`config.mk`:
```
export PLATFORM = sky130hd
export DESIGN_NAME = vtol_transition_mode_sequencer
export DESIGN_NICKNAME = d
export VERILOG_FILES = /design/src/vtc_pkg.sv /design/src/vtol_transition_mode_sequencer.sv /design/src/vtc_cfg_regs.sv /design/src/vtc_phase_core.sv
export VERILOG_INCLUDE_DIRS = /design/src /design/src/src
export SDC_FILE = /design/constraint.sdc
export NUM_CORES = 1
export LEC_CHECK = 0
export BUFFER_PORTS_ARGS = -buffer_cell sky130_fd_sc_hd__buf_2
export CORE_ASPECT_RATIO = 2
export CORE_MARGIN = 5
export CORE_UTILIZATION = 55
export DETAILED_ROUTE_END_ITERATION = 6
export GPL_TIMING_DRIVEN = 1
export PLACE_DENSITY = 0.74
export SYNTH_ARGS = -nofsm -noshare
export SYNTH_HDL_FRONTEND = slang
export SYNTH_SLANG_ARGS = --single-unit
```
`constraint.sdc`:
```
create_clock -name aclk -period 8.49 [get_ports aclk]
set_clock_uncertainty 0.2 [all_clocks]
set_input_delay 0.4245 -clock aclk [delete_from_list [all_inputs] [get_ports aclk]]
set_output_delay 0.4245 -clock aclk [all_outputs]
set_load 0.01 [all_outputs]
```
`src/vtol_transition_mode_sequencer_defines.svh`:
```
// assertion macros shared by the vtol transition sequencer rtl
`ifndef VTOL_TRANSITION_MODE_SEQUENCER_DEFINES_SVH
`define VTOL_TRANSITION_MODE_SEQUENCER_DEFINES_SVH

// antecedent in a cycle implies consequent in the same cycle
`define VTC_ASSERT_IMPLIES(label, clk, rstn, ante, cons, msg) \
    label: assert property (@(posedge clk) disable iff (!rstn) (ante) |-> (cons)) \
        else $error(msg);

// condition must never be true
`define VTC_ASSERT_NEVER(label, clk, rstn, cond, msg) \
    label: assert property (@(posedge clk) disable iff (!rstn) !(cond)) \
        else $error(msg);

`endif

```
`src/vtc_pkg.sv`:
```
// types and constants of the vtol transition mode sequencer
`default_nettype none
package vtc_pkg;

    typedef enum logic [2:0] {
        PH_MC   = 3'd0,
        PH_P1   = 3'd1,
        PH_P2   = 3'd2,
        PH_FW   = 3'd3,
        PH_BACK = 3'd4
    } phase_t;

    typedef enum logic [1:0] {
        MODE_ROTARY = 2'd0,
        MODE_FW     = 2'd1,
        MODE_TO_FW  = 2'd2,
        MODE_TO_MC  = 2'd3
    } mode_t;

    // configuration register indexes
    localparam logic [2:0] CFG_TILT_MC       = 3'd0;
    localparam logic [2:0] CFG_TILT_TRANS    = 3'd1;
    localparam logic [2:0] CFG_TILT_FW       = 3'd2;
    localparam logic [2:0] CFG_BACK_DUR      = 3'd3;
    localparam logic [2:0] CFG_FRONT_MIN     = 3'd4;
    localparam logic [2:0] CFG_FRONT_OPEN    = 3'd5;
    localparam logic [2:0] CFG_SWITCH_AS     = 3'd6;
    localparam logic [2:0] CFG_AIRSPEED_OFF  = 3'd7;

    localparam int TIME_W = 48;
    localparam int DUR_W  = 26;
    localparam int CFG_IDX_W  = 3;
    localparam int CFG_DATA_W = 26;
    localparam int IN_DATA_W  = 88;
    localparam int OUT_DATA_W = 8;

    typedef struct packed {
        logic signed [15:0] tilt_multicopter;
        logic signed [15:0] tilt_handover;
        logic signed [15:0] tilt_fixed_wing;
        logic [DUR_W-1:0]   back_duration_us;
        logic [DUR_W-1:0]   front_min_time_us;
        logic [DUR_W-1:0]   front_openloop_time_us;
        logic [15:0]        switch_airspeed;
        logic               airspeed_off;
    } cfg_t;

    typedef struct packed {
        logic               ground_ok;
        logic [15:0]        airspeed;
        logic               airspeed_ok;
        logic signed [15:0] tilt_now;
        logic               fw_requested;
        logic [TIME_W-1:0]  now_us;
    } item_t;

    typedef struct packed {
        logic   force_tilt_fw;
        mode_t  simple_mode;
        phase_t phase;
    } result_t;

endpackage
`default_nettype wire

```
`src/vtol_transition_mode_sequencer.sv`:
```
// top level of the vtol transition mode sequencer
// Takes one control tick per clock cycle while m_ does not stall and returns one
// result per tick: the tick lands in an input register, the phase decision (one
// 48-bit subtract for the elapsed time and a few compares) runs between that
// register and the result register, and the phase and start time state closes its
// loop through that decision as each tick moves on into the result register.
// Backpressure on m_ stalls both stages; s_tready stays high while the input
// register is empty or its tick moves on into the result register.
// Configuration writes are always taken (cfg_ready is high) and should be done
// while no tick is in flight.
`default_nettype none
`include "vtol_transition_mode_sequencer_defines.svh"
module vtol_transition_mode_sequencer
    import vtc_pkg::*;
(
    input  wire logic                  aclk,
    input  wire logic                  aresetn,
    // now_us[47:0], fw_requested[48], tilt_now[64:49], airspeed_ok[65],
    // airspeed[81:66], ground_ok[82], zero[87:83]
    input  wire logic [IN_DATA_W-1:0]  s_tdata,
    input  wire logic                  s_tvalid,
    output logic                       s_tready,
    // phase[2:0], simple_mode[4:3], force_tilt_fw[5], zero[7:6]
    output logic [OUT_DATA_W-1:0]      m_tdata,
    output logic                       m_tvalid,
    input  wire logic                  m_tready,
    input  wire logic                  cfg_valid,
    output logic                       cfg_ready,
    input  wire logic [CFG_IDX_W-1:0]  cfg_index,
    input  wire logic [CFG_DATA_W-1:0] cfg_data
);

    cfg_t    cfg;
    item_t   in_item_reg;
    logic    in_valid_reg;
    logic    in_valid_next;
    result_t res;
    result_t out_res_reg;
    logic    out_valid_reg;
    logic    out_valid_next;
    logic    advance;
    logic    s_accept;

    assign cfg_ready = 1'b1;

    vtc_cfg_regs u_cfg (
        .aclk     (aclk),
        .aresetn  (aresetn),
        .wr_en    (cfg_valid),
        .wr_index (cfg_index),
        .wr_data  (cfg_data),
        .cfg      (cfg)
    );

    // pipeline handshake
    assign advance  = in_valid_reg && (!out_valid_reg || m_tready);
    assign s_tready = !in_valid_reg || advance;
    assign s_accept = s_tvalid && s_tready;

    always_comb begin
        in_valid_next = in_valid_reg;
        if (s_accept) begin
            in_valid_next = 1'b1;
        end else if (advance) begin
            in_valid_next = 1'b0;
        end
        out_valid_next = out_valid_reg;
        if (advance) begin
            out_valid_next = 1'b1;
        end else if (m_tready) begin
            out_valid_next = 1'b0;
        end
    end

    // input register
    always_ff @(posedge aclk) begin
        if (!aresetn) begin
            in_valid_reg <= 1'b0;
        end else begin
            in_valid_reg <= in_valid_next;
        end
    end

    always_ff @(posedge aclk) begin
        if (s_accept) begin
            in_item_reg <= s_tdata[$bits(item_t)-1:0];
        end
    end

    vtc_phase_core u_core (
        .aclk    (aclk),
        .aresetn (aresetn),
        .advance (advance),
        .item    (in_item_reg),
        .cfg     (cfg),
        .res     (res)
    );

    // result register
    always_ff @(posedge aclk) begin
        if (!aresetn) begin
            out_valid_reg <= 1'b0;
        end else begin
            out_valid_reg <= out_valid_next;
        end
    end

    always_ff @(posedge aclk) begin
        if (advance) begin
            out_res_reg <= res;
        end
    end

    assign m_tvalid = out_valid_reg;
    assign m_tdata  = {{(OUT_DATA_W-$bits(result_t)){1'b0}}, out_res_reg};

    // checks on the result and pipeline
    `VTC_ASSERT_IMPLIES(a_force_only_fw, aclk, aresetn,
        m_tvalid && out_res_reg.force_tilt_fw, out_res_reg.phase == PH_FW,
        "force_tilt_fw set outside fixed-wing phase")
    `VTC_ASSERT_IMPLIES(a_mode_matches_fw, aclk, aresetn,
        m_tvalid && out_res_reg.phase == PH_FW, out_res_reg.simple_mode == MODE_FW,
        "simple mode does not match fixed-wing phase")
    `VTC_ASSERT_NEVER(a_no_advance_blocked, aclk, aresetn,
        advance && out_valid_reg && !m_tready,
        "tick advanced into an occupied result register")

endmodule
`default_nettype wire

```
`src/vtc_cfg_regs.sv`:
```
// configuration register file of the transition sequencer
`default_nettype none
module vtc_cfg_regs
    import vtc_pkg::*;
(
    input  wire logic                  aclk,
    input  wire logic                  aresetn,
    input  wire logic                  wr_en,
    input  wire logic [CFG_IDX_W-1:0]  wr_index,
    input  wire logic [CFG_DATA_W-1:0] wr_data,
    output cfg_t                       cfg
);

    cfg_t cfg_reg;
    cfg_t cfg_next;

    // decode the register write
    always_comb begin
        cfg_next = cfg_reg;
        if (wr_en) begin
            case (wr_index)
                CFG_TILT_MC:      cfg_next.tilt_multicopter       = wr_data[15:0];
                CFG_TILT_TRANS:   cfg_next.tilt_handover          = wr_data[15:0];
                CFG_TILT_FW:      cfg_next.tilt_fixed_wing        = wr_data[15:0];
                CFG_BACK_DUR:     cfg_next.back_duration_us       = wr_data[DUR_W-1:0];
                CFG_FRONT_MIN:    cfg_next.front_min_time_us      = wr_data[DUR_W-1:0];
                CFG_FRONT_OPEN:   cfg_next.front_openloop_time_us = wr_data[DUR_W-1:0];
                CFG_SWITCH_AS:    cfg_next.switch_airspeed        = wr_data[15:0];
                CFG_AIRSPEED_OFF: cfg_next.airspeed_off           = wr_data[0];
                default:          cfg_next = cfg_reg;
            endcase
        end
    end

    // register file with reset defaults
    always_ff @(posedge aclk) begin
        if (!aresetn) begin
            cfg_reg.tilt_multicopter       <= 16'sd0;
            cfg_reg.tilt_handover          <= 16'sd4096;
            cfg_reg.tilt_fixed_wing        <= 16'sd16384;
            cfg_reg.back_duration_us       <= 26'd4000000;
            cfg_reg.front_min_time_us      <= 26'd2000000;
            cfg_reg.front_openloop_time_us <= 26'd6000000;
            cfg_reg.switch_airspeed        <= 16'd1000;
            cfg_reg.airspeed_off           <= 1'b0;
        end else begin
            cfg_reg <= cfg_next;
        end
    end

    assign cfg = cfg_reg;

endmodule
`default_nettype wire

```
`src/vtc_phase_core.sv`:
```
// flight phase state and per-tick transition decision
`default_nettype none
module vtc_phase_core
    import vtc_pkg::*;
(
    input  wire logic aclk,
    input  wire logic aresetn,
    input  wire logic advance,
    input  item_t     item,
    input  cfg_t      cfg,
    output result_t   res
);

    phase_t              phase_reg;
    phase_t              phase_next;
    logic [TIME_W-1:0]   start_time_reg;
    logic [TIME_W-1:0]   start_time_next;
    logic [TIME_W-1:0]   elapsed;
    logic                back_done;
    logic                min_done;
    logic                open_done;
    logic                go;
    logic                force_fw;
    mode_t               mode;

    // elapsed time wraps modulo 2^48
    assign elapsed   = item.now_us - start_time_reg;
    assign back_done = elapsed > {{(TIME_W-DUR_W){1'b0}}, cfg.back_duration_us};
    assign min_done  = elapsed > {{(TIME_W-DUR_W){1'b0}}, cfg.front_min_time_us};
    assign open_done = elapsed > {{(TIME_W-DUR_W){1'b0}}, cfg.front_openloop_time_us};

    // phase one exit: airspeed rule or open-loop rule once minimum time passed
    always_comb begin
        go = 1'b0;
        if (min_done) begin
            if (item.airspeed_ok && !cfg.airspeed_off) begin
                go = item.airspeed >= cfg.switch_airspeed;
            end else begin
                go = (item.tilt_now >= cfg.tilt_handover) && open_done;
            end
        end
    end

    // next phase and start time
    always_comb begin
        phase_next      = PH_MC;
        start_time_next = start_time_reg;
        force_fw        = 1'b0;
        if (!item.fw_requested) begin
            case (phase_reg)
                PH_FW: begin
                    phase_next      = PH_BACK;
                    start_time_next = item.now_us;
                end
                PH_BACK: begin
                    if ((item.tilt_now <= cfg.tilt_multicopter) && back_done) begin
                        phase_next = PH_MC;
                    end else begin
                        phase_next = PH_BACK;
                    end
                end
                default: phase_next = PH_MC;
            endcase
        end else begin
            case (phase_reg)
                PH_P1: begin
                    if (go || item.ground_ok) begin
                        phase_next      = PH_P2;
                        start_time_next = item.now_us;
                    end else begin
                        phase_next = PH_P1;
                    end
                end
                PH_P2: begin
                    if (item.tilt_now >= cfg.tilt_fixed_wing) begin
                        phase_next = PH_FW;
                        force_fw   = 1'b1;
                    end else begin
                        phase_next = PH_P2;
                    end
                end
                PH_FW:   phase_next = PH_FW;
                PH_BACK: phase_next = PH_FW;
                default: begin
                    phase_next      = PH_P1;
                    start_time_next = item.now_us;
                end
            endcase
        end
    end

    // simple mode from the new phase
    always_comb begin
        case (phase_next)
            PH_FW:   mode = MODE_FW;
            PH_P1:   mode = MODE_TO_FW;
            PH_P2:   mode = MODE_TO_FW;
            PH_BACK: mode = MODE_TO_MC;
            default: mode = MODE_ROTARY;
        endcase
    end

    // state advances once per processed tick
    always_ff @(posedge aclk) begin
        if (!aresetn) begin
            phase_reg      <= PH_MC;
            start_time_reg <= '0;
        end else if (advance) begin
            phase_reg      <= phase_next;
            start_time_reg <= start_time_next;
        end
    end

    assign res.phase         = phase_next;
    assign res.simple_mode   = mode;
    assign res.force_tilt_fw = force_fw;

endmodule
`default_nettype wire

```
# Word level (Yosys, flattened, before mapping)
# Cells that the tools add are included.
# word_totals
output_inout_bits,11
input_bits,122
word_cells,92
regBits,285
# classes
n_eq_ne,17
n_addsub,1
n_reduce_logical,28
mux,18
n_lt_le_gt_ge,7
# op_table
operator,count
$gt 48x26->1,3
$mux 48,3
$pmux 48 s2,1
$ge 16x16->1,3
$sub 48x48->48,1
$eq 3x2->1 const B,6
$eq 3x3->1 const B,6
$reduce_and 2->1,9
$le 16x16->1,1
$eq 3x1->1 const B,3
$pmux 3 s3,1
$mux 1,8
$mux 3,2
$pmux 2 s3,1
$pmux 3 s2,1
$reduce_bool 2->1,3
$logic_and 1x1->1,5
$reduce_and 4->1,1
$reduce_or 2->1,2
$logic_not 1->1,3
$logic_not 3->1,1
$logic_or 1x1->1,3
$ne 3x2->1 const B,1
$reduce_or 3->1,1
other kinds (2),2

# Depth between registers and ports, before layout
# Gate-level depths: netlist of the first run.
# logic_depth
depth_word,12
ltp_mapped,25
depth_no_buf,24

# By module
# Synthesis of the first run repeated with hierarchy kept, for this count alone.
# unflattened
hier_cells,1932
hier_area_um2,17425.5
# modules_own_cells
mod,instances,cells_each,area_each_um2,seq_area_each_um2
vtc_phase_core,1,1304,9153.8,1021.0
vtc_cfg_regs,1,525,5465.2,2862.7
vtol_transition_mode_sequencer,1,103,2806.4,2712.6

# Least setup slack after synthesis of the first run
# OpenSTA, ideal clock, no wires.
# synth_path
path_kind,flip-flop to flip-flop
startpoint,register in_item_reg[4] in the netlist's numbering
endpoint,register u_core.start_time_reg[27]
required_time_ps,8170
stages_incl_launch_ff,25
n_path_buf,2
arrival_time_ps,4702
period_less_slack_ps,5022
setup_time_ps,120
slack_ps,3468
cell_sequence,edfxtp_1 > ha_1 > a21o_1 > a31o_2 > nor2_1 > o21ai_0 > a31oi_1 > o21ai_0 > a21oi_1 > nor3_1 > nor2_1 > xnor2_1 > ha_1 > a21o_1 > a21o_1 > a21o_1 > a21oi_1 > o221ai_1 > nand4_1 > or4b_1 > a211oi_2 > o21ai_1 > buf_6 > buf_6 > mux2i_1
# synth_between
elab_chain_cells,8
word_cells_on_any_way,9
classes_between,1 x add/sub; 2 x order compare; 1 x eq/ne; 2 x mux; 3 x reduce/logical
# synth_rtl
item,line_no,source
start: declaration,vtol_transition_mode_sequencer.sv:34,item_t in_item_reg;
start signal: assignment,vtol_transition_mode_sequencer.sv:86,in_item_reg <= s_tdata[$bits(item_t)-1:0];
$sub 48x48->48 (*),vtc_phase_core.sv:27,assign elapsed = item.now_us - start_time_reg;
$gt 48x26->1,vtc_phase_core.sv:30,"assign open_done = elapsed > {{(TIME_W-DUR_W){1'b0}}, cfg.front_openloop_time_us};"
$logic_and 1x1->1,vtc_phase_core.sv:39,go = (item.tilt_now >= cfg.tilt_handover) && open_done;
$mux 1,vtc_phase_core.sv:36,if (item.airspeed_ok && !cfg.airspeed_off) begin
$mux 1 (*),vtc_phase_core.sv:35,if (min_done) begin
$logic_or 1x1->1 (*),vtc_phase_core.sv:67,if (go || item.ground_ok) begin
$ne 3x2->1 (no source line) (*),n/a,
$reduce_and 4->1 (no source line) (*),n/a,
end signal: assignment,vtc_phase_core.sv:110,start_time_reg <= start_time_next;
end: declaration,vtc_phase_core.sv:16,logic [TIME_W-1:0] start_time_reg;
# Every way passes the cells marked *; elsewhere a longest branch is shown, timed or not.
# A chain may end at the register's enable or synchronous reset.

# Final worst setup path of the first run
# layout_path
startpoint,register in_item_reg[1] in the netlist's numbering
endpoint,register u_core.start_time_reg[14]
# Same word-level chain as after synthesis.

==> metrics.md, run 1 <==
| Metric | Value |
|---|---|
| Fmax | 0.162 GHz |
| Routed WL | 47.7 mm |
| Post-place setup slack | 2.32 ns |
| Sw Pwr | 0.000982 W |
| Most common cell in the netlist | nand2_1 |
| Drt initial violations | 800 |
| H-tree Lvls | 1 |
| Final global-route overflow total | 0 |
| CP max stage delay | 0.50 ns |
| Synth top cells by count | 429 x nand2_1, 202 x a21oi_1, 201 x inv_1 |
| Post-DP HPWL | 35.4 mm |
| Final Slew Violations | 0 |
| DR DRC count | 0 |
| Nature of the critical path endpoint | flip-flop |
| Switch share | 29.0% |
| Crit path top cell by count | o21ai_0 |
| Final setup viols | 0 |
| Outcome | completed |
| Synth top area share | 23.3% |
| Filler cell count | 2558 |
| Hold WS | 0.0254 ns |
| Max reg flops | 143 |
| Final GP Congestion | 0.949 |
| TNS Setup | 0 ns |
| Final Cycle Share | 72.5% |
| Relative slew margins | 17.1% |
| DIE AREA | 34400 um2 |
| Share of layout cells above drive strength 1 | 8.85% |
| WS Path Type | flip-flop to flip-flop |
| N_diodes | 0 |
| Fin cells | 2559 |
| Async SR Flop Fraction | 0% |
| Drt first pass iters | 5 |
| CP cell instances | ha_1 -> nor2b_1 -> o2111a_1 -> nor2_1 -> o21ai_0 -> a31oi_1 -> o21ai_0 -> a21oi_1 -> nor3_1 -> nor2_1 -> xnor2_1 -> ha_1 -> a21oi_1 -> o21ai_0 -> a2111oi_0 -> o21ai_0 -> nand4_1 -> or4b_1 -> a211oi_2 -> o21ai_4 -> buf_4 -> mux2i_1 |
| Die height | 257 um |
| Worst min path class | input pin to flip-flop |
| Largest net degree at the start of global routing | 101 |
| P&R area growth vs syn | 16.0% |
| PwrDens | 174 nW/um2 |
| Num rows | 90 |
| First-pass GRT wire length | 76.1 mm |
| Yosys warns | 0 |
| Leakage | 7.73 nW |
| Overall Power | 0.00339 W |
| Worst-margin pin slew | 1.24 ns |
| Max Cap Viol | 0 |
| EDFF count, synth | 89 |
| Mean post-synth cell area | 8.42 um2 |
| Startpoint types | flip-flop |
| CTS tree | done |
| Largest cells by area after synthesis | dfxtp_1 23%, edfxtp_1 16%, ha_1 14% |
| Clk sinks | 285 |
| Min Tclk post-route | 6.16 ns |
| Crit-path slowest cell | or4b_1 |
| Final hold viol count | 0 |
| Antenna Violating Nets Remaining | 0 |
| Combinational Power Share | 21.0% |
| Worst EP required | 8.70 ns |
| Total track usage | 27.6% |
| Via/cell ratio | 5.72 |
| Clock-pin slew on the worst setup and hold paths | 0.07 ns |
| Vias in the first global route | 15227 |
| Worst-path maximum fanout | 48 |
| Clock power share | 35.2% |
| Top cell type by total area after synthesis | dfxtp_1 |
| Clk buf depth | 3 |
| Distinct cell type count after synthesis | 71 |
| Maximum VDD drop | 0.172 mV |
| Placed Instances | 2410 |
| Seq/Total Area, Yosys | 39.2% |
| Worst-skew pair later-pin latency | 0.56 ns |
| Initial antenna violation count | 0 |
| Ys flop type | dfxtp_1 |
| Initial Utilization | 55.7% |
| Io pins | 133 |
| Post-CTS Setup Bufs | 0 |
| Final #Nets | 2483 |
| Syn Inst Count | 1997 |
| CTS root buf | clkbuf_16 |
| CTS buffer count | 26 |
| Core area | 30200 um2 |
| PortBufs | 124 |
| Die width | 134 um |
| Vias | 14648 |
| RSZ-0062 raised after global routing | false |
| Final worst slack | 2.33 ns |
| #FFs+latches synth | 285 |
| Internal power | 0.00241 W |
| Part of the power in registers | 43.8% |
| Per-cell routed wire length | 18.6 um |
| Synthesized area | 16800 um2 |
| CP Data Arrival Time | 6.37 ns |
-- area by class of cell --
class | count | area [um2] | share of cell area (%)
Sequential cell | 285 | 6600 | 33.8
Clock inverter | 14 | 104 | 0.533
Multi-Input combinational cell | 1421 | 9100 | 46.7
Timing Repair Buffer | 235 | 1710 | 8.77
Clock buffer | 34 | 763 | 3.92
Inverter | 202 | 759 | 3.90
Tap cell | 368 | 460 | 2.36
-- stage by stage --
stage	util [%]	area (um2)
floorplan	-	16800
global placement	58.4	17600
detailed placement	58.4	17600
CTS	64.6	19500
global route	64.6	19500
finish	64.6	19500
-- repair_timing --
| action | in CTS | in global routing |
|---|---|---|
| endpoints found under the hold margin | 126 | 0 |
| setup endpoints to repair | 0 | 0 |
| hold buffers | 101 | 0 |
| resized for setup | 0 | 0 |
-- power groups by stage --
| stage | Sequential (W) | Clock [W] | Combinational [W] |
|---|---|---|---|
| 6_report | 0.00149 | 0.00119 | 0.000712 |
| 5_1_grt | 0.00149 | 0.00127 | 0.000792 |
| 4_1_cts | 0.00149 | 0.00121 | 0.000707 |
| 3_5_place_dp | 0.00152 | 0 | 0.000667 |
| 3_3_place_gp | 0.00152 | 0 | 0.000650 |
| 2_1_floorplan | 0.00151 | 0 | 0.000457 |
-- layout by cell type (no fill, tap or decap), drive strengths merged, types with 14 or more instances in the layout --
cell and n:
o21ai 57, a21oi 202, edfxtp 89, nand4 64, o21a 25, xnor2 24, dfxtp 196, nor3 23
buf 134, nor2 77, mux2i 54, clkbuf 34, dlygate4sd3 101, nand2 429, a21o 52, inv 202
ha 189, nor2b 20, nand3 16, nand2b 16, a31oi 14, o211ai 41
-- path summary, 6_finish.rpt --
check,endpoint,from,cells past startpoint,slack (ns)
worst min register to register,u_cfg.cfg[121],u_cfg.cfg[121],2,0.25
worst max register to register,u_core.start_time_reg[14],in_item_reg[1],22,2.33
worst max-delay path,u_core.start_time_reg[14],in_item_reg[1],22,2.33
worst min-delay path,u_cfg.cfg[56],cfg_data[13],3,0.03
-- layer usage --
| metal | vias to the layer above | track usage (%) | share of wire (%) |
|---|---|---|---|
| met2 | 413 | 53.6 | 54 |
| met5 | - | 0 | 0 |
| met1 | 6829 | 26.9 | 35 |
| met4 | 0 | 18.4 | 7.9 |
| met3 | 167 | 2.60 | 3.7 |
| li1 | 7239 | - | - |
-- cell families (layout without fill, tap and decap cells) --
group           after synthesis  in the layout  share of synthesized area (%)
fa+ha+maj                   190            190                           14.2
buf+inv                     292            485                           6.77
simple gates                688            688                           18.1
mux                          58             58                           3.48
other cells                   2              3                         0.0447
xor+xnor                     34             34                           1.77
flops                       285            285                           39.2
compound gates              448            448                           16.4
-- critical path: cells and delay by family, from the launching register on --
| family | cells | cell delay (ns) |
|---|---|---|
| AOI/OAI and AO/OA | 11 | 2.59 |
| xor gates and xnor gates | 1 | 0.31 |
| adders and majority gates | 2 | 0.63 |
| buffers and inverters | 1 | 0.36 |
| DFF | 1 | 0.45 |
| muxes | 1 | 0.21 |
| and+or+nand+nor | 6 | 1.18 |
No activity file was read; power rests on OpenSTA's default activity.
==> inputs of run 2 (changes only) <==
Settings changed: ABC_AREA set to 1, PLACE_DENSITY 0.74 to 0.77.
Clock period 8.49 ns to 5.5 ns, I/O delays scaled along.
==> metrics.md, run 2 <==
| Metric | Value |
|---|---|
| Crit-path slowest cell | fa_1 |
| Post-DP HPWL | 40.7 mm (+15%) |
| Vias in the first global route | 16913 (+11%) |
| Cell area after layout | 20800 um2 (+6.6%) |
| Final GP Congestion | 0.962 (+1.5%) |
| Max Cap Viol | 0 (unchanged) |
| Vias | 16476 (+12%) |
| Final hold viol count | 0 (unchanged) |
| Core area | 32100 um2 (+6.4%) |
| Worst min path class | input pin to flip-flop |
| Max reg flops | 143 (unchanged) |
| Drt first pass iters | 6 (+1) |
| Maximum VDD drop | 0.281 mV (+63%) |
| P&R area growth vs syn | 17.0% |
| Largest net degree at the start of global routing | 76 (-25%) |
| Share of layout cells above drive strength 1 | 8.80% (-0.054 points) |
| R2R Path End | u_core.start_time_reg[31] |
| Synth top cells by count | 572 x nand2_1, 460 x inv_1, 241 x a21oi_1 |
| Via/cell ratio | 5.28 (-7.7%) |
| CTS root buf | clkbuf_16 |
| Worst-skew pair later-pin latency | 0.55 ns (about the same) |
| WS Path Type | flip-flop to flip-flop |
| CP Data Arrival Time | 5.22 ns (-1.15 ns) |
| Drt initial violations | 786 (-1.8%) |
| Post-DP Area | 18800 um2 (+6.4%) |
| Total track usage | 29.0% (+1.4 points) |
| EDFF count, synth | 89 (unchanged) |
| Io pins | 133 (unchanged) |
| Per-cell routed wire length | 17.0 um (-8.9%) |
| RSZ-0062 raised after global routing | false |
| CTS buffer count | 26 (unchanged) |
| Die width | 137 um (+2.6%) |
| Ys flop type | dfxtp_1 |
| Leakage | 9.96 nW (+29%) |
| Largest cells by area after synthesis | dfxtp_1 22%, edfxtp_1 15%, ha_1 13% |
| Final setup viols | 0 (unchanged) |
| Synth top area share | 22.1% (-1.3 points) |
| Clk sinks | 285 (unchanged) |
| Async SR Flop Fraction | 0% (unchanged) |
| Worst EP required | 5.74 ns (-2.96 ns) |
| DR DRC count | 0 (unchanged) |
| Outcome | completed |
| Seq/Total Area, Yosys | 37.1% (-2.1 points) |
| First-pass GRT wire length | 82.1 mm (+7.9%) |
| Final global-route overflow total | 0 (unchanged) |
| Commonest non-fill, non-tap cell in the layout | nand2_1 |
| Die height | 264 um (+2.7%) |
| Relative slew margins | 35.3% (+18 points) |
| PortBufs | 124 (unchanged) |
| Most frequent cells in the layout | 572 x nand2_1, 459 x inv_1, 241 x a21oi_1, 197 x nor2_1, 196 x dfxtp_1 |
| Most common cell in the netlist | nand2_1 |
| TNS Setup | 0 ns (unchanged) |
| Final Cycle Share | 90.6% (+18 points) |
| Routed WL | 52.9 mm (+11%) |
| H-tree Lvls | 1 (unchanged) |
| Clk buf depth | 3 (unchanged) |
| #FFs+latches synth | 285 (unchanged) |
| Worst-margin pin slew | 0.970 ns (-0.269 ns) |
| Clock-pin slew on the worst setup and hold paths | 0.06 ns (about the same) |
| Syn Inst Count | 2461 (+23%) |
| Initial antenna violation count | 0 (unchanged) |
| PwrDens | 268 nW/um2 (+54%) |
| Mean post-synth cell area | 7.22 um2 (-14%) |
| DIE AREA | 36200 um2 (+5.3%) |
| Min-Delay Startpoint | cfg_valid |
| Final Slew Violations | 0 (unchanged) |
| Filler cell count | 2825 (+10%) |
| Hold EP | u_cfg.cfg[0] |
| Crit path top cell by count | nand2_1 |
| Worst R2R Start | in_item_reg[0] |
| CTS tree | done |
| R2R depth | 30 (+36%) |
| R2R setup slack | 0.52 ns (-1.81 ns) |
| CP max stage delay | 0.47 ns (-0.03 ns) |
| Min Tclk post-route | 4.98 ns (-1.18 ns) |
| Yosys warns | 0 (unchanged) |
| Num rows | 93 (+3.3%) |
| Worst-path maximum fanout | 52 (+8.3%) |
| Final #Nets | 2985 (+20%) |
| Top cell type by total area after synthesis | dfxtp_1 |
| Synthesized area | 17800 um2 (+5.7%) |
| Nature of the critical path endpoint | flip-flop |
| Initial Utilization | 55.3% (-0.39 points) |
| Worst hold path cell count | 5 (+2) |
| Antenna Violating Nets Remaining | 0 (unchanged) |
| Startpoint types | flip-flop |
| N_diodes | 0 (unchanged) |
| Fmax | 0.201 GHz (+24%) |
| Distinct cell type count after synthesis | 47 (-34%) |
-- run 2: routing by layer --
layer	up-vias	track usage [%]	wire (um)
met5	-	0	0
met4	0	25.1	5510
met3	241	3.03	2040
met2	472	56.0	28600
met1	7466	25.0	16800
li1	8297	-	-
-- run 2: worst max-delay path, delay by kind of cell, from the launching register on --
| family | cells | cell delay (ns) |
|---|---|---|
| buf+inv | 3 | 0.45 |
| simple gates | 22 | 2.48 |
| flops | 1 | 0.36 |
| fa+ha+maj | 3 | 0.79 |
| xor+xnor | 1 | 0.37 |
| compound gates | 1 | 0.16 |
-- run 2: metrics by stage --
stage | std cells | util [%] | setup slack [ns] | hold slack, ns | power (W)
2_1_floorplan | 2462 | - | 1.77 | 0.174 | 0.00328
3_3_place_gp | 2957 | 58.4 | 0.584 | 0.244 | 0.00364
3_5_place_dp | 2957 | 58.4 | 0.502 | 0.253 | 0.00369
4_1_cts | 3120 | 64.7 | 0.432 | 0.0250 | 0.00560
5_1_grt | 3120 | 64.7 | 0.0950 | 0.139 | 0.00589
6_report | 3120 | 64.7 | 0.519 | 0.0787 | 0.00558
-- run 2: cell families after synthesis --
family                   count (synthesis)  share of synthesized area (%)
AND/OR/NAND/NOR                        943                           21.8
buffers and inverters                  554                           11.9
AO/OA/AOI/OAI                          462                           14.4
flip-flops                             285                           37.1
adder cells (fa/ha/maj)                190                           13.4
XOR/XNOR                                25                           1.23
other                                    2                         0.0423
-- run 2: how the worst max path moves through the flow --
stage | startpoint | endpoint | slack, ns | depth (start not counted)
2_1_floorplan | in_item_reg[0] | m_tdata[3] | 1.77 | 30
3_3_place_gp | in_item_reg[0] | u_core.start_time_reg[20] | 0.58 | 30
3_5_place_dp | in_item_reg[0] | u_core.start_time_reg[19] | 0.50 | 30
4_1_cts | in_item_reg[0] | u_core.start_time_reg[10] | 0.43 | 30
5_1_grt | in_item_reg[0] | u_core.start_time_reg[16] | 0.09 | 30
6_report | in_item_reg[0] | u_core.start_time_reg[31] | 0.52 | 30
-- run 2: repair_timing --
item | in CTS | in global routing
endpoints found under the setup margin | 0 | 5
setup buffers | 0 | 0
endpoints found under the hold margin | 214 | 0
resized for setup | 0 | 1
hold buffers | 115 | 0
-- run 2: where the power goes --
group / total, W / switching (W) / leakage (nW) / internal (W)
combinational: 0.00141 / 0.000886 / 7.07 / 0.000524
clock: 0.00185 / 0.000788 / 0.420 / 0.00106
sequential: 0.00232 / 0.0000475 / 2.47 / 0.00227
-- run 2: layout make-up --
cell class                 instances  area, um2  area share [%]
tap                              427        534            2.57
clock inverter                     5       50.0           0.241
inverter                         485       1820            8.77
multi-input combinational       1623       9060            43.6
sequential                       285       6600            31.8
timing repair buffer             252       1890            9.09
clock buffer                      43        817            3.93
